### src/hdl/owu_pkg.sv
// ---------------------------------------------------------------------------
// owu_pkg
// Types and constants shared by the one-wire UART modules.
// ---------------------------------------------------------------------------
package owu_pkg;

	// receive FIFO
	localparam int FIFO_DEPTH = 64;
	localparam int FIFO_AW    = $clog2(FIFO_DEPTH);
	localparam int CNT_W      = 6;

	// field and register widths
	localparam int BT_W      = 14;
	localparam int TRIM_W    = 10;
	localparam int TIME_W    = 16;
	localparam int CFG_IDX_W = 1;
	localparam int CFG_W     = 14;

	// register indexes
	localparam logic [CFG_IDX_W-1:0] REG_BIT_TICKS   = 1'd0;
	localparam logic [CFG_IDX_W-1:0] REG_CENTER_TRIM = 1'd1;

	localparam logic [BT_W-1:0]   BIT_TICKS_RST   = 14'd128;
	localparam logic [TRIM_W-1:0] CENTER_TRIM_RST = 10'd120;

	// item commands
	localparam logic [1:0] MODE_TICK  = 2'd0;
	localparam logic [1:0] MODE_SEND  = 2'd1;
	localparam logic [1:0] MODE_BREAK = 2'd2;
	localparam logic [1:0] MODE_POP   = 2'd3;

	// bit counts loaded at start of a frame
	localparam logic [3:0] BITS_RX  = 4'd8;
	localparam logic [3:0] BITS_TX  = 4'd9;
	localparam logic [3:0] BITS_BRK = 4'd15;

	typedef enum logic [1:0] {
		PH_IDLE,
		PH_RX,
		PH_TX,
		PH_BRK
	} phase_t;

	// line engine result for one tick
	typedef struct packed {
		logic       drive;
		logic       accepted;
		logic       push;
		logic [7:0] push_byte;
		logic       busy;
	} eng_out_t;

endpackage

### src/hdl/owu_ram.sv
// ---------------------------------------------------------------------------
// owu_ram
// Generic single-port-write, single-port-read RAM with registered read.
// ---------------------------------------------------------------------------
module owu_ram #(
	parameter int WIDTH = 8,
	parameter int DEPTH = 64
) (
	input  logic                     clk,
	input  logic                     we,
	input  logic [$clog2(DEPTH)-1:0] waddr,
	input  logic [WIDTH-1:0]         wdata,
	input  logic                     re,
	input  logic [$clog2(DEPTH)-1:0] raddr,
	output logic [WIDTH-1:0]         rdata
);

	logic [WIDTH-1:0] mem_q [DEPTH];

	always_ff @(posedge clk) begin
		if (we) begin
			mem_q[waddr] <= wdata;
		end
		if (re) begin
			rdata <= mem_q[raddr];
		end
	end

endmodule

### src/hdl/owu_engine.sv
// ---------------------------------------------------------------------------
// owu_engine
// Bit timer plus receive / transmit / break sequencer, one step per tick.
// ---------------------------------------------------------------------------
module owu_engine (
	input  logic                           clk,
	input  logic                           arst_n,
	input  logic                           step,
	input  logic [1:0]                     mode,
	input  logic                           line_in,
	input  logic [7:0]                     tx_byte,
	input  logic                           tx_more,
	input  logic [owu_pkg::BT_W-1:0]       bit_ticks,
	input  logic [owu_pkg::TRIM_W-1:0]     center_trim,
	output owu_pkg::eng_out_t              eng
);

	owu_pkg::phase_t phase_q, phase_d;
	logic [owu_pkg::TIME_W-1:0] tick_q, tick_d, event_q, event_d, tick_inc;
	logic [7:0] shift_q, shift_d;
	logic [3:0] bits_q, bits_d;
	logic       gap_q, gap_d;
	logic       drive_q, drive_d;
	logic       accepted, push, fire;

	logic [owu_pkg::BT_W:0]   bt_x15;
	logic [owu_pkg::BT_W:0]   first_dly;
	logic [owu_pkg::BT_W+1:0] bt_x3;
	logic [owu_pkg::TIME_W-1:0] bit_time, first_time, stop_time;

	// interval lengths from the current registers
	assign bt_x15    = {1'b0, bit_ticks} + {2'b00, bit_ticks[owu_pkg::BT_W-1:1]};
	assign first_dly = (bt_x15 > (owu_pkg::BT_W+1)'(center_trim))
		? bt_x15 - (owu_pkg::BT_W+1)'(center_trim)
		: (owu_pkg::BT_W+1)'(1);
	assign bt_x3     = {2'b00, bit_ticks} + {1'b0, bit_ticks, 1'b0};
	assign bit_time   = owu_pkg::TIME_W'(bit_ticks);
	assign first_time = owu_pkg::TIME_W'(first_dly);
	assign stop_time  = owu_pkg::TIME_W'(bt_x3[owu_pkg::BT_W+1:2]);

	assign tick_inc = tick_q + 1'b1;
	assign fire     = (tick_inc >= event_q);

	// next phase
	always_comb begin
		phase_d = phase_q;
		unique case (phase_q)
			owu_pkg::PH_IDLE: begin
				if (mode == owu_pkg::MODE_SEND) begin
					phase_d = owu_pkg::PH_TX;
				end else if (mode == owu_pkg::MODE_BREAK) begin
					phase_d = owu_pkg::PH_BRK;
				end else if (!line_in) begin
					phase_d = owu_pkg::PH_RX;
				end
			end
			owu_pkg::PH_RX: begin
				if (fire && bits_q == 4'd0) begin
					phase_d = owu_pkg::PH_IDLE;
				end
			end
			owu_pkg::PH_TX: begin
				if (fire && bits_q == 4'd0 && !gap_q) begin
					phase_d = owu_pkg::PH_IDLE;
				end
			end
			owu_pkg::PH_BRK: begin
				if (fire && bits_q <= 4'd1) begin
					phase_d = owu_pkg::PH_IDLE;
				end
			end
			default: phase_d = owu_pkg::PH_IDLE;
		endcase
	end

	// datapath and outputs
	always_comb begin
		tick_d   = tick_q;
		event_d  = event_q;
		shift_d  = shift_q;
		bits_d   = bits_q;
		gap_d    = gap_q;
		drive_d  = drive_q;
		accepted = 1'b0;
		push     = 1'b0;
		if (phase_q == owu_pkg::PH_IDLE) begin
			tick_d = '0;
			if (mode == owu_pkg::MODE_SEND) begin
				accepted = 1'b1;
				shift_d  = tx_byte;
				bits_d   = owu_pkg::BITS_TX;
				gap_d    = tx_more;
				drive_d  = 1'b1;
				event_d  = bit_time;
			end else if (mode == owu_pkg::MODE_BREAK) begin
				accepted = 1'b1;
				bits_d   = owu_pkg::BITS_BRK;
				drive_d  = 1'b1;
				event_d  = bit_time;
			end else if (!line_in) begin
				shift_d = '0;
				bits_d  = owu_pkg::BITS_RX;
				event_d = first_time;
			end
		end else begin
			tick_d = tick_inc;
			if (fire) begin
				tick_d  = '0;
				event_d = bit_time;
				unique case (phase_q)
					owu_pkg::PH_RX: begin
						if (bits_q != 4'd0) begin
							shift_d = {line_in, shift_q[7:1]};
							bits_d  = bits_q - 4'd1;
							if (bits_q == 4'd1) begin
								push    = 1'b1;
								event_d = stop_time;
							end
						end
					end
					owu_pkg::PH_TX: begin
						if (bits_q > 4'd1) begin
							drive_d = ~shift_q[0];
							shift_d = {1'b0, shift_q[7:1]};
							bits_d  = bits_q - 4'd1;
						end else if (bits_q == 4'd1) begin
							drive_d = 1'b0;
							bits_d  = 4'd0;
						end else if (gap_q) begin
							gap_d = 1'b0;
						end
					end
					owu_pkg::PH_BRK: begin
						if (bits_q != 4'd0) begin
							bits_d = bits_q - 4'd1;
						end
						if (bits_q <= 4'd1) begin
							drive_d = 1'b0;
						end
					end
					default: begin
						bits_d = bits_q;
					end
				endcase
			end
		end
	end

	always_ff @(posedge clk or negedge arst_n) begin
		if (!arst_n) begin
			phase_q <= owu_pkg::PH_IDLE;
			tick_q  <= '0;
			event_q <= '0;
			shift_q <= '0;
			bits_q  <= '0;
			gap_q   <= 1'b0;
			drive_q <= 1'b0;
		end else if (step) begin
			phase_q <= phase_d;
			tick_q  <= tick_d;
			event_q <= event_d;
			shift_q <= shift_d;
			bits_q  <= bits_d;
			gap_q   <= gap_d;
			drive_q <= drive_d;
		end
	end

	assign eng.drive     = drive_d;
	assign eng.accepted  = accepted;
	assign eng.push      = push;
	assign eng.push_byte = shift_d;
	assign eng.busy      = (phase_d != owu_pkg::PH_IDLE);

endmodule

### src/hdl/one_wire_half_duplex_uart.sv
// ---------------------------------------------------------------------------
// one_wire_half_duplex_uart
// Single-wire half-duplex 8N1 UART with a receive FIFO, one item per tick.
// ---------------------------------------------------------------------------
// Every input item is one tick of the bit timer and gives exactly one result
// item. Items are taken at one per clock whenever in_stall is low; the result
// appears in the output register in the cycle after the item is accepted, and a
// new item can enter in the same cycle the previous result leaves. in_stall is
// high only while a finished result sits in the output register and out_stall
// holds it. The receive bytes live in a synchronous RAM (one write port, one
// registered read port); a pop issues its read in the accept cycle and the
// byte arrives with the result, so pop latency is set by that read port. The
// store needs no clearing after reset: only entries that were written are
// ever popped. The FIFO holds FIFO_DEPTH-1 bytes; a received byte that finds
// it full is dropped. Reception starts on a low line level while idle and no
// command is given; the first data sample is taken max(1.5 bit - trim, 1)
// ticks after the start tick. Send and break are refused (cmd_accepted low)
// while the receiver or transmitter is busy. bit_ticks and center_trim take
// effect from the next bit interval; write them while the block is idle.
// ---------------------------------------------------------------------------
module one_wire_half_duplex_uart (
	input  logic                             clk,
	input  logic                             arst_n,
	// configuration
	input  logic                             cfg_we,
	input  logic [owu_pkg::CFG_IDX_W-1:0]    cfg_index,
	input  logic [owu_pkg::CFG_W-1:0]        cfg_data,
	// input items
	input  logic                             in_valid,
	output logic                             in_stall,
	input  logic [1:0]                       mode,
	input  logic                             line_in,
	input  logic [7:0]                       tx_byte,
	input  logic                             tx_more,
	// result items
	output logic                             out_valid,
	input  logic                             out_stall,
	output logic                             line_drive,
	output logic                             cmd_accepted,
	output logic                             pop_valid,
	output logic [7:0]                       pop_data,
	output logic [owu_pkg::CNT_W-1:0]        fifo_count,
	output logic                             busy_res
);

	localparam int AW = owu_pkg::FIFO_AW;

	function automatic logic [AW-1:0] ptr_inc(input logic [AW-1:0] p);
		logic [AW-1:0] r;
		if (p == AW'(owu_pkg::FIFO_DEPTH - 1)) begin
			r = '0;
		end else begin
			r = p + 1'b1;
		end
		return r;
	endfunction

	// configuration registers
	logic [owu_pkg::BT_W-1:0]   bit_ticks_q;
	logic [owu_pkg::TRIM_W-1:0] center_trim_q;

	always_ff @(posedge clk or negedge arst_n) begin
		if (!arst_n) begin
			bit_ticks_q   <= owu_pkg::BIT_TICKS_RST;
			center_trim_q <= owu_pkg::CENTER_TRIM_RST;
		end else if (cfg_we) begin
			unique case (cfg_index)
				owu_pkg::REG_BIT_TICKS:   bit_ticks_q   <= cfg_data[owu_pkg::BT_W-1:0];
				owu_pkg::REG_CENTER_TRIM: center_trim_q <= cfg_data[owu_pkg::TRIM_W-1:0];
				default:                  bit_ticks_q   <= bit_ticks_q;
			endcase
		end
	end

	// handshake: stall only when the result register is full and held
	logic accept;
	assign in_stall = out_valid && out_stall;
	assign accept   = in_valid && !in_stall;

	// line engine
	owu_pkg::eng_out_t eng;

	owu_engine u_engine (
		.clk         (clk),
		.arst_n      (arst_n),
		.step        (accept),
		.mode        (mode),
		.line_in     (line_in),
		.tx_byte     (tx_byte),
		.tx_more     (tx_more),
		.bit_ticks   (bit_ticks_q),
		.center_trim (center_trim_q),
		.eng         (eng)
	);

	// FIFO pointers: pop is handled before the push of the same tick
	logic [AW-1:0] wr_q, rd_q, wr_d, rd_d, count_d;
	logic          pop, push_ok;

	assign pop     = (mode == owu_pkg::MODE_POP) && (rd_q != wr_q);
	assign rd_d    = pop ? ptr_inc(rd_q) : rd_q;
	assign push_ok = eng.push && (ptr_inc(wr_q) != rd_d);
	assign wr_d    = push_ok ? ptr_inc(wr_q) : wr_q;
	assign count_d = (wr_d >= rd_d)
		? wr_d - rd_d
		: AW'(owu_pkg::FIFO_DEPTH - 1) - rd_d + wr_d + 1'b1;

	always_ff @(posedge clk or negedge arst_n) begin
		if (!arst_n) begin
			wr_q <= '0;
			rd_q <= '0;
		end else if (accept) begin
			wr_q <= wr_d;
			rd_q <= rd_d;
		end
	end

	// receive store; the pop read never meets the push write address,
	// since a pop needs a non-empty FIFO and a push writes past the tail
	logic [7:0] rd_byte;

	owu_ram #(
		.WIDTH (8),
		.DEPTH (owu_pkg::FIFO_DEPTH)
	) u_store (
		.clk   (clk),
		.we    (accept && push_ok),
		.waddr (wr_q),
		.wdata (eng.push_byte),
		.re    (accept && pop),
		.raddr (rd_q),
		.rdata (rd_byte)
	);

	// result register
	logic                      drive_s2, acc_s2, popv_s2, busy_s2;
	logic [owu_pkg::CNT_W-1:0] count_s2;

	always_ff @(posedge clk or negedge arst_n) begin
		if (!arst_n) begin
			out_valid <= 1'b0;
		end else if (accept) begin
			out_valid <= 1'b1;
		end else if (!out_stall) begin
			out_valid <= 1'b0;
		end
	end

	always_ff @(posedge clk) begin
		if (accept) begin
			drive_s2 <= eng.drive;
			acc_s2   <= eng.accepted;
			popv_s2  <= pop;
			busy_s2  <= eng.busy;
			count_s2 <= owu_pkg::CNT_W'(count_d);
		end
	end

	// read data register holds while the result waits: no new read issues
	assign line_drive   = drive_s2;
	assign cmd_accepted = acc_s2;
	assign pop_valid    = popv_s2;
	assign pop_data     = popv_s2 ? rd_byte : 8'd0;
	assign fifo_count   = count_s2;
	assign busy_res     = busy_s2;

endmodule

### config.mk
export PLATFORM = sky130hd
export DESIGN_NAME = one_wire_half_duplex_uart
export DESIGN_NICKNAME = d
export VERILOG_FILES = /design/src/hdl/owu_pkg.sv /design/src/hdl/owu_ram.sv /design/src/hdl/owu_engine.sv /design/src/hdl/one_wire_half_duplex_uart.sv
export SDC_FILE = /design/constraint.sdc
export NUM_CORES = 1
export LEC_CHECK = 0
export ABC_AREA = 1
export BUFFER_PORTS_ARGS = -buffer_cell sky130_fd_sc_hd__buf_2
export CORE_ASPECT_RATIO = 1.2
export CORE_MARGIN = 8
export CORE_UTILIZATION = 47
export CTS_CLUSTER_DIAMETER = 80
export DETAILED_ROUTE_END_ITERATION = 12
export PLACE_DENSITY = 0.66
export SLEW_MARGIN = 20
export SYNTH_ARGS = -nofsm -noshare
export SYNTH_HDL_FRONTEND = slang
export SYNTH_SLANG_ARGS = --single-unit
### constraint.sdc
create_clock -name clk -period 5.83 [get_ports clk]
set_clock_uncertainty 0.1 [all_clocks]
set_input_delay 0.2915 -clock clk [delete_from_list [all_inputs] [get_ports clk]]
set_output_delay 0.2915 -clock clk [all_outputs]
set_load 0.02 [all_outputs]
# [Word-level counts from Yosys, hierarchy flattened]
# Memory sizes are Yosys's and may differ from the RTL's. A register that Yosys moved wholly into a read port is not among the register bits.
# Cells that the tools add are included.
[word_totals] latch_bits=0 mem_count=1 input_bits=32 rom_bits=0 mem_bits_rw=512 word_cells=144 out_inout_bits=20 reg_bits=95
[op_classes] n_mux=66 eq_ne=18 n_lt_le_gt_ge=5 bitwise=2 n_shift=0 addsub=11 n_reduce_logical=24 mul=0 div=0
[mem_list] name="u_store.mem_q" depth=64 word_bits=8 rd=1 rd_ports_with_merged_regs=1 write_ports=1 line="owu_ram.sv:18" rtl="logic [WIDTH-1:0] mem_q [DEPTH];"
[ops] operator="2-to-1 mux 16 bit" n=9
[ops] operator="2-to-1 mux 8 bit" n=8
[ops] operator="2-to-1 mux 4 bit" n=8
[ops] operator="2-to-1 mux 6 bit" n=5
[ops] operator="2-to-1 mux 1 bit" n=24
[ops] operator="adder 6 x 1 -> 6 bit, second input constant" n=3
[ops] operator="adder 14 x 15 -> 16 bit" n=1
[ops] operator="adder 16 x 1 -> 16 bit, second input constant" n=1
[ops] operator="greater-or-equal comparator 16 bit" n=1
[ops] operator="one-hot mux 8 bit (2 select lines)" n=1
[ops] operator="adder 14 x 13 -> 15 bit" n=1
[ops] operator="> comparator 15 x 10 -> 1 bit" n=1
[ops] operator="2-to-1 mux 15 bit" n=1
[ops] operator="subtractor 15 x 10 -> 15 bit" n=1
[ops] operator="2-to-1 mux 14 bit" n=1
[ops] operator="== test 6 bit, second input constant" n=2
[ops] operator="2-to-1 mux 2 bit" n=6
[ops] operator="!= test 6 bit" n=2
[ops] operator="AND reduction 6 bit" n=2
[ops] operator="logical AND 1 bit" n=9
[ops] operator="== test 2 bit, second input constant" n=4
[ops] operator="one-hot mux 2 bit (4 select lines)" n=1
[ops] operator="one-hot mux 4 bit (2 select lines)" n=1
[ops] operator="adder 6 bit" n=1
[ops] operator="24 further kinds" n=32

# [Depth between registers and ports, before layout]
[depth] depth_word=11 ltp_mapped=34 ltp_nobuf=33

# [Modules after synthesis]
# Synthesis repeated with hierarchy kept, for this count alone.
[unflattened] cells_unflattened=2936 area_unflattened_um2=29243.0
[modules_own_cells] module="owu_ram" area_per_inst_um2=21419.3 cells_per_inst=1805 n_inst=1 seq_area_each_um2=15615.0
[modules_own_cells] module="owu_engine" area_per_inst_um2=5195.0 cells_per_inst=800 n_inst=1 seq_area_each_um2=1176.1
[modules_own_cells] module="one_wire_half_duplex_uart" area_per_inst_um2=2628.8 cells_per_inst=331 n_inst=1 seq_area_each_um2=1232.4

# [Worst setup path before layout]
# No wires, ideal clock.
[synth_path] path_type="reg-to-reg" start="register u_engine.tick_q[0] (netlist bit)" end="register count_s2, in the netlist fifo_count[5] (data pin)" setup_ps=249 n_path_buf=1 setup_slack_ps=1165 required_time_ps=5481 period_less_slack_ps=4665 arrival_ps=4316 stages_incl_launch_ff=33 path_cell_list="dfrtp_1 ha_1 nand2_1 inv_1 nand3_1 nor3_1 nand3_1 nor3_1 nand3_1 xor2_1 inv_1 ha_1 nand3_1 or3_1 a21oi_1 nand2_1 nand2_2 inv_2 nor2_4 nand2_1 buf_2 nand2_1 o21ai_0 ha_1 a21oi_1 nand2_1 nand2_1 nand2_1 a21oi_1 xor2_1 nand3_1 nand2_1 inv_1"
[synth_via] elab_chain_len=9 word_cells_on_any_way=11 cone_classes="add/sub (4); order compare (2); mux (4); reduce/logical (1)"
[synth_lines] element="from (decl)" line="owu_engine.sv:19" rtl="logic [owu_pkg::TIME_W-1:0] tick_q, tick_d, event_q, event_d, tick_inc;"
[synth_lines] element="from (signal assigned)" line="owu_engine.sv:160" rtl="tick_q <= tick_d;"
[synth_lines] element="adder 16 x 1 -> 16 bit (*)" line="owu_engine.sv:41" rtl="assign tick_inc = tick_q + 1'b1;"
[synth_lines] element="greater-or-equal comparator 16 bit (*)" line="owu_engine.sv:42" rtl="assign fire = (tick_inc >= event_q);"
[synth_lines] element="2-to-1 mux 1 bit (*)" line="owu_engine.sv:107" rtl="if (fire) begin"
[synth_lines] element="2-to-1 mux 1 bit (*)" line="owu_engine.sv:86" rtl="if (phase_q == owu_pkg::PH_IDLE) begin"
[synth_lines] element="logical AND 1 bit (*)" line="one_wire_half_duplex_uart.sv:102" rtl="assign push_ok = eng.push && (ptr_inc(wr_q) != rd_d);"
[synth_lines] element="2-to-1 mux 6 bit (*)" line="one_wire_half_duplex_uart.sv:103" rtl="assign wr_d = push_ok ? ptr_inc(wr_q) : wr_q;"
[synth_lines] element="via wr_d[2]" line="one_wire_half_duplex_uart.sv:97" rtl="logic [AW-1:0] wr_q, rd_q, wr_d, rd_d, count_d;"
[synth_lines] element="adder 6 bit" line="one_wire_half_duplex_uart.sv:106" rtl=": AW'(owu_pkg::FIFO_DEPTH - 1) - rd_d + wr_d + 1'b1;"
[synth_lines] element="adder 6 x 1 -> 6 bit" line="one_wire_half_duplex_uart.sv:106"
[synth_lines] element="2-to-1 mux 6 bit (*)" line="one_wire_half_duplex_uart.sv:105" rtl="? wr_d - rd_d"
[synth_lines] element="via count_d[5]" line="one_wire_half_duplex_uart.sv:97"
[synth_lines] element="to (signal assigned)" line="one_wire_half_duplex_uart.sv:155" rtl="count_s2 <= owu_pkg::CNT_W'(count_d);"
[synth_lines] element="to (decl)" line="one_wire_half_duplex_uart.sv:137" rtl="logic [owu_pkg::CNT_W-1:0] count_s2;"
# The timed path passes the listed nets; every way through them passes the cells marked *.
# A chain may end at the register's enable or synchronous reset.

# [Worst setup path in the final report]
# Ends and elaborated chain as after synthesis.

==> results.md <==
* Initial antenna violation count at 0
* Crit share post-route at 88.7%
* Layout cell share with drive strength beyond 1 at 10.5%
* Flip-flop and latch count after synthesis at 614
* Iteration count of the initial detailed-routing pass at 5
* Maximum clock insertion buffer count at 3
* Count of different cell masters after synthesis at 51
* Overall power at 0.0154 W
* Quantity of I/O buffers inserted on ports at 51
* Post-CTS setup buffers at 0
* Area of the placeable core at 59,500 um^2
* Type of the setup path with the least slack: reg2reg
* Global-route wire length before repair at 115,000 um
* CTS HTree Levels at 2
* Die Height at 284 um
* Die outline width at 239 um
* Area of all placed cells without fillers at 31,800 um^2
* Final hold vios at 0
* Post-synthesis async set-or-reset flop share at 13.7%
* Cell seen most often among critical-path stages: nand2_1
* Number of nets still failing antenna checks after routing at 0
* Area enclosed by the die boundary at 68,000 um^2
* Primary flip-flop cell chosen by synthesis mapping: edfxtp_1
* Data arrival time at the worst-slack endpoint at 5480 ps
* Most used cells in the layout excluding fill and tap cells: 530 x edfxtp_1, 439 x o21ai_0, 401 x nor2_1, 333 x nand2_1, 162 x o22ai_1
* Count of flip-flops with a built-in enable after synthesis at 530
* Max rail drop VDD at 365 uV
* Count of final max-slew check failures at 0
* Highest clock rate at 193 MHz
* Grt ovf at 0
* Internal power at 0.00946 W
* Via count at 20,700
* Layout-stage area growth over the synthesis result at 13.0%
* Nets at 2,851
* Cell chosen for the clock root: clkbuf_16
* GR Util All Layers at 21.3%
* Critical path required time at 6140 ps
* CTS Sinks at 614
* Row cnt at 98
* Source-to-sink clock delay at the later pin of the worst-skew pair at 660 ps
* Endpoint kind of the worst setup timing path: flip-flop
* Mean area per synthesized cell at 10.5 um^2
* Number of failing setup endpoints in the final timing report at 0
* Max_slew headroom at 27.5%
* Total net switching power at 0.00599 W
* Clock transition at the register clock pins on the worst setup and hold paths after CTS at 60 ps
* Clock buffer count from CTS at 58
* Ys Warns at 0
* PD cells at 485 nW/um^2
* Slew at the pin closest to its max-slew limit at 1080 ps
* Initial Utilization at 47.4%
* Portion of the post-synthesis area used by sequential elements at 64.0%
* Average wire length per cell after detail routing at 20.3 um
* Part of the power in the clock network at 25.7%
* Via count of the first global-routing pass at 20,500
* Switch share at 38.8%
* Worst Path Max Fanout at 12
* Combined flip-flop and latch cell area at 18,000 um^2
* Top cell type's share of synthesized area at 56.5%
* Filler cell count in the final layout at 5,082
* Area of placed instances at 29,600 um^2
* Area of the multi-input gates at 8880 um^2
* Combinational power share at 35.9%
* Max-Cap Viols at 0
* CTS tree: built
* Unrepaired setup endpoints after global routing: false
* Largest cells by area after synthesis: edfxtp_1 57%, o21ai_0 7.8%, dfrtp_1 7.0%
* DRC violations left at 0
* Post-detailed-routing wire length at 73,400 um
* Pin count of the biggest net entering global routing at 100
* Top cell type by total area after synthesis: edfxtp_1
* Instance count of the mapped netlist at 2,690
* Leak pwr at 11.9 nW
* Part of the total power dissipated in sequential elements at 38.4%
* Status: completed
* Classification of the worst-slack hold path: in2reg
* Drt first-iter violations at 2,409
* Final estimated routing congestion in global placement at 0.879
* Utilization after layout at 53.5%
* Per-cell via count in the routed design at 5.74
* Most common cell after layout, fill and taps aside: edfxtp_1
* Final sum of negative setup slack at 0 ps
* Type of element launching the critical path: flip-flop
* Delay of the slowest critical-path stage at 390 ps
* Cell area after synthesis at 28,200 um^2
* Clock period minus final worst setup slack at 5170 ps
* Number of diodes at 0
* CP max stage cell: dfrtp_1
* Detailed placer's ending HPWL at 46,500 um
* Number of nets produced by synthesis at 2,782
* IO Count at 52
[metal layers]
metal | up-vias | wire (um) | track usage [%]
li1 | 9655 | - | -
met1 | 10100 | 29300 | 27.0
met2 | 821 | 35800 | 36.1
met3 | 167 | 5120 | 3.00
met4 | 0 | 3170 | 9.07
met5 | - | 0 | 0
[what timing repair did]
item / in CTS / in global routing
hold buffers: 20 / 0
resized for setup: 0 / 2
setup endpoints to repair: 0 / 1
endpoints found under the hold margin: 47 / 0
[flip-flops by register name (all words and copies together), names as in the netlist]
signal,flops
rd_q,6
out_valid,1
busy_res,1
wr_q,6
u_engine.drive_q,1
u_engine.tick_q,16
u_engine.gap_q,1
u_engine.event_q,15
u_engine.phase_q,2
cmd_accepted,1
u_engine.bits_q,4
line_drive,1
u_engine.shift_q,8
pop_valid,1
u_store.mem_q,512
center_trim_q,10
fifo_count,6
u_store.rdata,8
bit_ticks_q,14
[logic make-up after synthesis]
group	share of synthesized area [%]
adder cells (fa/ha/maj)	2.75
AND/OR/NAND/NOR	13.9
XOR/XNOR	1.24
flip-flops	64.0
AO/OA/AOI/OAI	13.5
multiplexers	0.0800
buffers and inverters	4.59
[synth_stat cells (11+ instances only)]
library cell / n
nand2_1: 342
nand3_1: 85
nor2_2: 12
inv_2: 11
o22ai_1: 162
dfrtp_1: 79
xor2_1: 28
edfxtp_1: 530
nor3_1: 63
nand4_1: 15
buf_2: 21
xnor2_1: 12
a21oi_1: 63
o21ai_0: 440
nor2_1: 403
clkbuf_1: 126
ha_1: 57
inv_1: 162
[per-stage QoR]
stage | setup WS, ps | std cells | hold WS [ps]
detailed placement | 483 | 3479 | 102
CTS | 482 | 3607 | 34.4
finish | 656 | 3607 | 62.2
floorplan | 1170 | 2690 | -104
global route | 96.4 | 3607 | 83.1
global placement | 672 | 3479 | 102
[critical path: cells and delay by family (launching register included)]
| kind | cells | cell delay, ps |
|---|---|---|
| and+or+nand+nor | 18 | 2490 |
| adders and majority gates | 3 | 830 |
| AOI/OAI and AO/OA | 4 | 530 |
| xor gates and xnor gates | 2 | 390 |
| buffers and inverters | 4 | 240 |
| DFF | 1 | 390 |
[layout make-up]
class	instances	share of cell area [%]
sequential	614	56.7
multi-input combinational	1742	27.9
clock buffer	67	4.80
timing repair buffer	168	3.84
tap	800	3.14
inverter	175	2.08
clock inverter	41	1.58
[power groups by stage]
| stage | Clock (W) | Sequential, W | Combinational (W) |
|---|---|---|---|
| 2_1_floorplan | 0 | 0.00586 | 0.00372 |
| 3_3_place_gp | 0 | 0.00602 | 0.00536 |
| 3_5_place_dp | 0 | 0.00602 | 0.00548 |
| 4_1_cts | 0.00402 | 0.00593 | 0.00552 |
| 5_1_grt | 0.00419 | 0.00596 | 0.00614 |
| 6_report | 0.00396 | 0.00594 | 0.00554 |
[worst paths after layout]
kind	from	to	slack, ps	cells after the start
min in group asynchronous	arst_n	u_engine.phase_q[0]$_DFFE_PN0P_	280	3
max in group asynchronous	arst_n	rd_q[0]$_DFFE_PN0P_	4130	3
max	u_engine.tick_q[0]$_DFFE_PN0P_	fifo_count[5]$_DFFE_PP_	660	31
min	mode[0]	cmd_accepted$_SDFFCE_PN0P_	60	4
max reg2reg	u_engine.tick_q[0]$_DFFE_PN0P_	fifo_count[5]$_DFFE_PP_	660	31
min reg2reg	center_trim_q[7]$_DFFE_PN0P_	center_trim_q[7]$_DFFE_PN0P_	390	2
Power figures use the tool's default switching activity.
